`src/lin_response_receiver_top_assert.svh`:
```
// Assertion macros shared by the LIN response receiver modules.
`ifndef LIN_RESPONSE_RECEIVER_TOP_ASSERT_SVH
`define LIN_RESPONSE_RECEIVER_TOP_ASSERT_SVH

// Same-cycle implication, checked outside reset.
`define LRR_ASSERT_NOW(label, ante, cons, msg) \
  label: assert property (@(posedge clk) disable iff (rst) (ante) |-> (cons)) \
    else $error(msg);

// Next-cycle implication, checked outside reset.
`define LRR_ASSERT_NEXT(label, ante, cons, msg) \
  label: assert property (@(posedge clk) disable iff (rst) (ante) |=> (cons)) \
    else $error(msg);

`endif

```
`src/lrr_pkg.sv`:
```
// Package with types and constants of the LIN response receiver.
package lrr_pkg;

  localparam int LRR_FRAME_BYTES = 16;
  localparam int LRR_ECHO_COUNT  = 2;
  localparam int LRR_FIFO_DEPTH  = 4;

  localparam logic [9:0] LRR_TIMEOUT_RESET = 10'd30;

  localparam logic [1:0] OP_START = 2'd0;
  localparam logic [1:0] OP_BYTE  = 2'd1;
  localparam logic [1:0] OP_TICK  = 2'd2;

  localparam logic KIND_DATA    = 1'b0;
  localparam logic KIND_SUMMARY = 1'b1;

  localparam logic [1:0] ST_NO_RESPONSE = 2'd0;
  localparam logic [1:0] ST_BAD         = 2'd1;
  localparam logic [1:0] ST_CLASSIC     = 2'd2;
  localparam logic [1:0] ST_ENHANCED    = 2'd3;

  typedef struct packed {
    logic [1:0] operation;
    logic [5:0] frame_id;
    logic [7:0] rx_byte;
  } lrr_item_t;

  typedef struct packed {
    logic       result_kind;
    logic [7:0] data_byte;
    logic [3:0] data_index;
    logic [3:0] frame_length;
    logic [7:0] checksum_byte;
    logic [1:0] status;
    logic [7:0] protected_id;
    logic       last;
  } lrr_result_t;

  // Results handed from the frame logic to the output queue in one cycle.
  typedef struct packed {
    logic [1:0]  count;
    lrr_result_t first;
    lrr_result_t second;
  } lrr_push_t;

endpackage

```
`src/lrr_core.sv`:
```
// Input register, frame state and checksum logic of the LIN response receiver.
module lrr_core
  import lrr_pkg::*;
#(
  parameter int FRAME_BYTES = LRR_FRAME_BYTES,
  parameter int ECHO_COUNT  = LRR_ECHO_COUNT
) (
  input  logic      clk,
  input  logic      rst,
  input  logic      item_valid,
  output logic      item_ready,
  input  lrr_item_t item,
  input  logic      cfg_valid,
  output logic      cfg_ready,
  input  logic [9:0] cfg_data,
  input  logic      room,
  output lrr_push_t push
);

  `include "lin_response_receiver_top_assert.svh"

  localparam logic [4:0] ECHO_PLUS1 = 5'(ECHO_COUNT + 1);
  localparam logic [4:0] ECHO_W     = 5'(ECHO_COUNT);
  localparam logic [4:0] LIMIT      = 5'(FRAME_BYTES);

  logic       s1_valid;
  lrr_item_t  s1_item;
  logic [9:0] timeout;
  logic       receiving, receiving_next;
  logic [4:0] byte_count, byte_count_next;
  logic [9:0] idle_count, idle_count_next;
  logic [7:0] pid_reg, pid_reg_next;
  logic [7:0] enh_sum, enh_sum_next;
  logic [7:0] cls_sum, cls_sum_next;
  logic [7:0] held_byte, held_byte_next;
  logic       advance;

  function automatic logic [7:0] make_pid(input logic [5:0] id);
    logic p0, p1;
    p0 = id[0] ^ id[1] ^ id[2] ^ id[4];
    p1 = ~(id[1] ^ id[3] ^ id[4] ^ id[5]);
    return {p1, p0, id};
  endfunction

  // End-around-carry add: fold the carry back into bit 0.
  function automatic logic [7:0] eac_add(input logic [7:0] s, input logic [7:0] b);
    logic [8:0] t;
    t = {1'b0, s} + {1'b0, b};
    return t[7:0] + {7'd0, t[8]};
  endfunction

  function automatic lrr_result_t make_summary(input logic [4:0] cnt,
                                               input logic [7:0] crc,
                                               input logic [7:0] enh,
                                               input logic [7:0] cls,
                                               input logic [7:0] pid);
    lrr_result_t r;
    logic [4:0]  len;
    r = '0;
    r.result_kind  = KIND_SUMMARY;
    r.last         = 1'b1;
    r.protected_id = pid;
    len = cnt - ECHO_PLUS1;
    if (cnt <= ECHO_PLUS1) begin
      r.status = ST_NO_RESPONSE;
    end else begin
      r.frame_length  = len[3:0];
      r.checksum_byte = crc;
      if (~enh == crc) begin
        r.status = ST_ENHANCED;
      end else if (~cls == crc) begin
        r.status = ST_CLASSIC;
      end else begin
        r.status = ST_BAD;
      end
    end
    return r;
  endfunction

  assign advance    = s1_valid && room;
  assign item_ready = !s1_valid || room;
  assign cfg_ready  = 1'b1;

  always_comb begin
    lrr_result_t data_res;
    logic [4:0]  idx;
    receiving_next  = receiving;
    byte_count_next = byte_count;
    idle_count_next = idle_count;
    pid_reg_next    = pid_reg;
    enh_sum_next    = enh_sum;
    cls_sum_next    = cls_sum;
    held_byte_next  = held_byte;
    push            = '0;
    data_res        = '0;
    idx             = byte_count - ECHO_PLUS1;
    data_res.result_kind  = KIND_DATA;
    data_res.data_byte    = held_byte;
    data_res.data_index   = idx[3:0];
    data_res.protected_id = pid_reg;
    if (advance) begin
      unique case (s1_item.operation)
        OP_START: begin
          pid_reg_next    = make_pid(s1_item.frame_id);
          enh_sum_next    = make_pid(s1_item.frame_id);
          cls_sum_next    = '0;
          byte_count_next = '0;
          idle_count_next = '0;
          receiving_next  = 1'b1;
        end
        OP_BYTE: begin
          if (receiving) begin
            idle_count_next = '0;
            if (byte_count > ECHO_W) begin
              push.first   = data_res;
              push.count   = 2'd1;
              enh_sum_next = eac_add(enh_sum, held_byte);
              cls_sum_next = eac_add(cls_sum, held_byte);
            end
            held_byte_next  = s1_item.rx_byte;
            byte_count_next = byte_count + 5'd1;
            if (byte_count_next >= LIMIT) begin
              receiving_next = 1'b0;
              if (push.count == 2'd1) begin
                push.second = make_summary(byte_count_next, held_byte_next,
                                           enh_sum_next, cls_sum_next, pid_reg);
                push.count  = 2'd2;
              end else begin
                push.first = make_summary(byte_count_next, held_byte_next,
                                          enh_sum_next, cls_sum_next, pid_reg);
                push.count = 2'd1;
              end
            end
          end
        end
        OP_TICK: begin
          if (receiving) begin
            idle_count_next = idle_count + 10'd1;
            if (idle_count_next >= timeout) begin
              receiving_next = 1'b0;
              push.first = make_summary(byte_count, held_byte, enh_sum, cls_sum,
                                        pid_reg);
              push.count = 2'd1;
            end
          end
        end
        default: begin
          // unused code: drop the beat
        end
      endcase
    end
  end

  always_ff @(posedge clk) begin
    if (rst) begin
      s1_valid   <= 1'b0;
      timeout    <= LRR_TIMEOUT_RESET;
      receiving  <= 1'b0;
      byte_count <= '0;
      idle_count <= '0;
      pid_reg    <= '0;
      enh_sum    <= '0;
      cls_sum    <= '0;
    end else begin
      if (item_ready) begin
        s1_valid <= item_valid;
      end
      if (cfg_valid && cfg_ready) begin
        timeout <= cfg_data;
      end
      receiving  <= receiving_next;
      byte_count <= byte_count_next;
      idle_count <= idle_count_next;
      pid_reg    <= pid_reg_next;
      enh_sum    <= enh_sum_next;
      cls_sum    <= cls_sum_next;
    end
  end

  always_ff @(posedge clk) begin
    if (item_valid && item_ready) begin
      s1_item <= item;
    end
    held_byte <= held_byte_next;
  end

  `LRR_ASSERT_NEXT(a_summary_closes, advance && push.count != 2'd0 && (push.count == 2'd2 ? push.second.last : push.first.last), !receiving, "summary pushed but frame still open")
  `LRR_ASSERT_NOW(a_no_push_stalled, !advance, push.count == 2'd0, "results pushed without an accepted beat")
  `LRR_ASSERT_NOW(a_pair_is_data_then_summary, push.count == 2'd2, push.first.result_kind == KIND_DATA && push.second.last, "two results out of order")

endmodule

```
`src/lrr_out_fifo.sv`:
```
// Small result queue that takes up to two results per cycle and hands out one.
module lrr_out_fifo
  import lrr_pkg::*;
(
  input  logic        clk,
  input  logic        rst,
  input  lrr_push_t   push,
  output logic        room,
  output logic        result_valid,
  input  logic        result_ready,
  output lrr_result_t result
);

  `include "lin_response_receiver_top_assert.svh"

  localparam int PTR_W = $clog2(LRR_FIFO_DEPTH);
  localparam int CNT_W = $clog2(LRR_FIFO_DEPTH + 1);
  localparam logic [CNT_W-1:0] ROOM_MAX = CNT_W'(LRR_FIFO_DEPTH - 2);
  localparam logic [CNT_W-1:0] FULL     = CNT_W'(LRR_FIFO_DEPTH);

  lrr_result_t       mem [LRR_FIFO_DEPTH];
  logic [PTR_W-1:0]  wr_ptr, rd_ptr;
  logic [CNT_W-1:0]  count, count_next;
  logic              pop;

  assign room         = count <= ROOM_MAX;
  assign result_valid = count != '0;
  assign result       = mem[rd_ptr];
  assign pop          = result_valid && result_ready;
  assign count_next   = count + CNT_W'(push.count) - CNT_W'(pop);

  always_ff @(posedge clk) begin
    if (rst) begin
      wr_ptr <= '0;
      rd_ptr <= '0;
      count  <= '0;
    end else begin
      wr_ptr <= wr_ptr + PTR_W'(push.count);
      rd_ptr <= rd_ptr + PTR_W'(pop);
      count  <= count_next;
    end
  end

  always_ff @(posedge clk) begin
    if (push.count != 2'd0) begin
      mem[wr_ptr] <= push.first;
    end
    if (push.count == 2'd2) begin
      mem[wr_ptr + PTR_W'(1)] <= push.second;
    end
  end

  `LRR_ASSERT_NOW(a_fifo_bound, 1'b1, count <= FULL, "result queue overflow")
  `LRR_ASSERT_NOW(a_push_needs_room, push.count != 2'd0, room, "push into a queue without room")

endmodule

```
`src/lin_response_receiver_top.sv`:
```
// Top level of the LIN slave response receiver.
//
// Watches one LIN slave response: a start beat carries the 6-bit frame id,
// from which the protected id (P0 at bit 6, P1 at bit 7) is formed; the
// classic sum is cleared and the enhanced sum starts from the protected
// id. Byte beats follow; the first ECHO_COUNT bytes are the echoed header
// and are skipped. Every later byte is held until the next byte arrives,
// then sent out as a data result and added to both end-around-carry sums.
// The byte still held when the frame closes is the checksum. The frame
// closes after the timeout register's count of tick beats without a byte,
// or when FRAME_BYTES bytes have arrived, and a summary result then reports
// length, checksum and status (enhanced match checked before classic). A
// start beat while a frame is open drops that frame silently; byte and tick
// beats while idle, and the unused operation code, yield nothing. Rate: one
// input beat per clock; a beat is registered, processed in one pass and its
// results land in a four-entry result queue that feeds the output.
// A byte beat that both confirms a data byte and closes the frame gives two
// result beats; input stalls only while fewer than two queue entries are
// free. The timeout register is written through the cfg channel, which is
// always ready, and should only change while the block is idle.
module lin_response_receiver_top
  import lrr_pkg::*;
#(
  parameter int FRAME_BYTES = LRR_FRAME_BYTES,
  parameter int ECHO_COUNT  = LRR_ECHO_COUNT
) (
  input  logic        clk,
  input  logic        rst,
  input  logic        item_valid,
  output logic        item_ready,
  input  lrr_item_t   item,
  output logic        result_valid,
  input  logic        result_ready,
  output lrr_result_t result,
  input  logic        cfg_valid,
  output logic        cfg_ready,
  input  logic [9:0]  cfg_data
);

  lrr_push_t push;   // results of the beat processed this cycle
  logic      room;   // queue can take two more results

  // Register the beat, track the frame, form results.
  lrr_core #(
    .FRAME_BYTES (FRAME_BYTES),
    .ECHO_COUNT  (ECHO_COUNT)
  ) u_core (
    .clk        (clk),
    .rst        (rst),
    .item_valid (item_valid),
    .item_ready (item_ready),
    .item       (item),
    .cfg_valid  (cfg_valid),
    .cfg_ready  (cfg_ready),
    .cfg_data   (cfg_data),
    .room       (room),
    .push       (push)
  );

  // Hold results until the consumer takes them.
  lrr_out_fifo u_out_fifo (
    .clk          (clk),
    .rst          (rst),
    .push         (push),
    .room         (room),
    .result_valid (result_valid),
    .result_ready (result_ready),
    .result       (result)
  );

endmodule
```
`config.mk`:
```
export PLATFORM = sky130hd
export DESIGN_NAME = lin_response_receiver_top
export DESIGN_NICKNAME = d
export VERILOG_FILES = /design/src/lrr_pkg.sv /design/src/lrr_core.sv /design/src/lrr_out_fifo.sv /design/src/lin_response_receiver_top.sv
export VERILOG_INCLUDE_DIRS = /design/src /design/src/src
export SDC_FILE = /design/constraint.sdc
export NUM_CORES = 1
export LEC_CHECK = 0
export ABC_AREA = 1
export BUFFER_PORTS_ARGS = -buffer_cell sky130_fd_sc_hd__buf_2
export CORE_ASPECT_RATIO = 1.25
export CORE_MARGIN = 2
export CORE_UTILIZATION = 47
export CTS_CLUSTER_SIZE = 28
export DETAILED_ROUTE_END_ITERATION = 7
export PLACE_DENSITY_LB_ADDON = 0.25
export RECOVER_POWER = 50
export SKIP_CTS_REPAIR_TIMING = 1
export SYNTH_ARGS = -nofsm -noshare
export SYNTH_HDL_FRONTEND = slang
export SYNTH_HIERARCHICAL = 1
export SYNTH_SLANG_ARGS = --single-unit
```
`constraint.sdc`:
```
create_clock -name clk -period 5.6 [get_ports clk]
set_input_delay 1.12 -clock clk [delete_from_list [all_inputs] [get_ports clk]]
set_output_delay 1.12 -clock clk [all_outputs]
set_load 0.03 [all_outputs]
```
-- Word-level counts from Yosys, hierarchy flattened
Memories as Yosys holds them, arrays and structs flattened. A register that Yosys moved wholly into a read port is not among the register bits.
Cells that the tools add are included.
- logic and storage cells: 120
- register bits after elaboration: 82
- output and inout port bits: 39
- memory bits (writable): 144
- input port bits: 31
- memories: 1
- memories (name ; words ; bits a word ; rd ports ; clocked after memory_dff ; wr ports ; RTL line ; RTL):
    u_out_fifo.mem ; 4 ; 36 ; 1 ; 1 ; 2 ; lrr_out_fifo.sv:21 ; lrr_result_t mem [LRR_FIFO_DEPTH];
- add/sub/neg operators: 13
- reductions and logical operators: 15
- eq/ne operators: 10
- order comparisons: 6
- multiplexer cells: 49
- bitwise operators: 11
- operators with widths (kind ; number):
    $mux 74 ; 3
    $mux 38 ; 4
    $mux 36 ; 3
    $mux 8 ; 10
    $pmux 38 s2 ; 1
    $mux 37 ; 2
    $eq 8x8->1 ; 4
    $not 8->8 ; 4
    $pmux 8 s2 ; 2
    $pmux 10 s3 ; 1
    $mux 12 ; 2
    $mux 10 ; 2
    $add 8x8->9 ; 2
    $add 8x1->8 ; 2
    $mux 2 ; 8
    $add 10x1->10 const B ; 1
    $ge 10x10->1 ; 1
    $le 5x2->1 const B ; 2
    $pmux 5 s2 ; 1
    $mux 1 ; 8
    $sub 4x2->4 const B ; 2
    $reduce_and 3->1 ; 2
    $reduce_bool 3->1 ; 2
    $xor 1x1->1 ; 6
    other kinds (22) ; 29

-- Depth between registers and ports, before layout
- depth in word-level cells: 19
- mapped depth: 25
- depth with buffers taken out: 25

-- Cells and area by module
The synthesis kept the hierarchy.
- by module, submodules not included (module ; times used ; sequential area each (um^2) ; cells each ; area an instance (um^2)):
    lrr_out_fifo ; 1 ; 4464.3 ; 759 ; 7891.3
    lrr_core ; 1 ; 1741.7 ; 848 ; 5649.2

-- Least setup slack after synthesis
Ideal clock, no wire load.
- path kind: register -> register
- from: reg u_core.idle_count[0]
- to: mem u_out_fifo/mem[0][0] in the netlist's numbering (enable)
- cell stages (with the launch flop): 17
- path slack: 44 ps
- arrival: 5072 ps
- library setup time: 484 ps
- cell sequence: dfxtp_1 > and3_1 > nand3_1 > nor2_1 > xnor2_1 > inv_1 > ha_1 > nand2_1 > nor4_1 > nand3_1 > nand3_1 > nand2_1 > nor2_1 > inv_1 > nand2_1 > nor2_1 > o31ai_1
- RTL lines (element ; RTL line ; RTL):
    start, declared ; lrr_core.sv:31 ; logic [9:0] idle_count, idle_count_next;
    start signal, assigned ; lrr_core.sv:173 ; idle_count <= idle_count_next;
    end, declared ; lrr_out_fifo.sv:21 ;

==> impl_results.md <==
* CTS Buf Count at 24
* Vias in the first global route at 10500
* FMAX at 228 MHz
* Syn Std Cell Area at 0.0135 sq mm
* Die area at 0.0302 sq mm
* Area of the multi-input gates at approximately 0.0060 sq mm
* Final net count at 1723
* WL final at 33100 um
* Worst hold slack at about 0.47 ns
* Status: finished with violations
* WS Path Type: reg -> reg
* N_diodes at 0
* DRC marker count from the first detailed-route iteration at 609
* Met2 Use GR at 40.9%
* Top_reg_cell synth: edfxtp_1
* First-pass GRT wire length at 54200 um
* Synth top area share at 37.3%
* Routed vias at 10800
* Met3 usage at under 10%
* Synth unique cells at 48
* FILL cells at 2700
* Routed len/inst at approximately 16 um
* Slew margin rel. at -54.6%
* Period utilization at between 70% and 80%
* Min Tclk post-route at 4.39 ns
* Pwr dens at about 300 mW/mm^2
* Maximum vdd drop at 0.240 mV
* Setup crit start kind: flop
* Chip height at 194 um
* Place WS at between 1 and 1.5 ns
* Final hold viol count at 0
* Met1 Use GR at 27.6%
* Worst setup margin at 1.21 ns
* Register area share after synthesis at between 40% and 50%
* Syn. warnings at 6
* Most flop-heavy register: u_out_fifo/mem
* Die W at 156 um
* Initial antenna violation count at 0
* Register area at roughly 0.0062 sq mm
* FP Rows at 69
* Post-DP HPWL at 22800 um
* Clk_lat worst skew at 0.53 ns
* DP Area at 0.0139 sq mm
* Fin area at 0.0145 sq mm
* Hold Path Class: reg -> reg
* I/O Buffers at 68
* Clock skew at ~0.013 ns
* Drt first pass iters at 5
* Total track usage at 22.2%
* Post-Synthesis Cells at 1607
* Initial Util at 47.7%
* Synth Register Bits at 226
* CTS tree: built
* Max-cap viol count at 2
* Top cells by area, synth: edfxtp_1, nand2_1, dfxtp_1
* Async set-reset flop share out of synthesis at 0%
* CP arrival at roughly 4.5 ns
* Share of post-route cells with drive strength above 1 at 12.1%
* Top-count cell post-synth: nand2_1
* Largest net degree at the start of global routing at 76
* Pins Over Slew Limit at 45
* Finish-stage setup viols at 0
* Failing checks: capacitance limit, slew limit
* Max FO, Critical Path at 18
* Synth top cells by count: nand2_1, edfxtp_1, inv_1, nor2_1, o21ai_2
* Post-Syn Area per Cell at 8.43 sq um
* CTS Buffer Depth at 3
* Antenna-violating nets left at 0
* Unrepaired setup endpoints after global routing: no
* Slew @ Worst Pin at around 2.3 ns
* Crit. End Element: flop
* Critical Path RT at 5.75 ns
* Fin Setup TNS at 0 ns
* Via density at 5.33
* CORE AREA at between 0.02 and 0.03 sq mm
* GRT busiest layer: met2
* Clock Sinks at 226
* Placer Congestion at 0.858
* Largest area contributor in the netlist: edfxtp_1
* I/O Pins at 70
* Layout area overhead at 7.38%
* Pleak at 5.88 nW
* DRC at 0
* Number of synthesized flops with an enable pin at 168
* Root buffer cell: clkbuf_16
* Top Registers: u_out_fifo/mem (144), u_core/s1_item (16)
* Max FFs per register at 144
* Clk pin slew, worst setup/hold paths at 0.06 ns
* CTS H-tree depth at 1
* Overflow after GRT at 0
-- cell type report --
class	instances	area share [%]
inverter	176	4.56
multi-input combinational	1130	41.2
tap	355	3.05
timing repair buffer	88	2.96
clock buffer	33	4.65
clock inverter	11	0.904
sequential	226	42.7
-- cell families after synthesis --
| logic type | count (synthesis) | synth area share, % |
|---|---|---|
| and+or+nand+nor | 680 | 21.4 |
| AOI/OAI and AO/OA | 371 | 17.4 |
| buffers and inverters | 262 | 9.60 |
| DFF | 226 | 45.8 |
| adders and majority gates | 46 | 4.42 |
| xor gates and xnor gates | 20 | 1.29 |
| other | 2 | 0.0555 |
-- power breakdown --
part / internal [W] / switching, W
registers: 0.00182 / 0.0000295
clock network: 0.000982 / 0.000670
logic: 0.000210 / 0.000611
-- final timing paths --
| path | cells past startpoint | startpoint | slack [ns] | to |
|---|---|---|---|---|
| worst max-delay path | 19 | u_core/idle_count[0] | 1.21 | u_out_fifo/mem[0][26] |
| worst min-delay path | 2 | u_core/timeout[3] | 0.47 | u_core/timeout[3] |
| worst max register to register | 19 | u_core/idle_count[0] | 1.21 | u_out_fifo/mem[0][26] |
| worst min register to register | 2 | u_core/timeout[3] | 0.47 | u_core/timeout[3] |
-- cell usage in the layout, fill, tap and decap left out, types with 3 or more instances in the layout --
master	netlist	final
ha_1	43	43
clkbuf_1	20	46
a21oi_1	68	67
clkinv_2	0	5
edfxtp_1	168	168
clkbuf_16	0	25
nand2_1	377	383
buf_2	17	30
buf_4	18	16
a211oi_1	3	3
nand3_2	4	3
o31ai_4	0	3
fa_1	3	3
clkinv_1	4	6
xnor2_1	10	10
xor2_1	10	10
o22ai_1	36	36
a221oi_1	4	4
o21ai_0	77	109
nand3_1	84	86
dfxtp_1	58	57
bufinv_16	0	3
inv_2	4	4
nand4_1	8	8
o21ai_1	65	59
nand2_2	17	11
or2_2	4	4
o21ai_2	105	79
nor3_1	16	16
conb_1	2	13
nor2_1	154	155
inv_1	167	167
nand3_4	5	4
-- stage by stage --
step,total power (W),instances,utilization [%]
after floorplan,0.00250,1618,-
after global placement,0.00272,1975,49.1
after detailed placement,0.00273,1975,49.1
after CTS,0.00438,2019,51.9
after global routing,0.00450,2019,51.2
final,0.00432,2019,51.2
-- critical path: stages (launching register included) --
cell	delay, ns
dfxtp_1	0.38
and3_1	0.21
nand3_1	0.11
nor2_1	0.16
nand3_1	0.11
xor2_1	0.15
inv_1	0.07
ha_1	0.31
a21oi_1	0.13
o21ai_0	0.11
a21oi_1	0.17
nand3_1	0.09
nand2_1	0.11
nor2_1	0.07
inv_1	0.09
nand2_1	0.20
nor2_8	0.23
nand3_1	0.48
o31ai_1	0.27
clkbuf_2	0.56
-- layer usage --
metal  share of wire (%)  up-vias
met1                  42     5007
met2                  51      240
li1                    -     5454
met4                 2.1        0
met5                   0        -
met3                 4.0       56
Power figures use the tool's default switching activity.
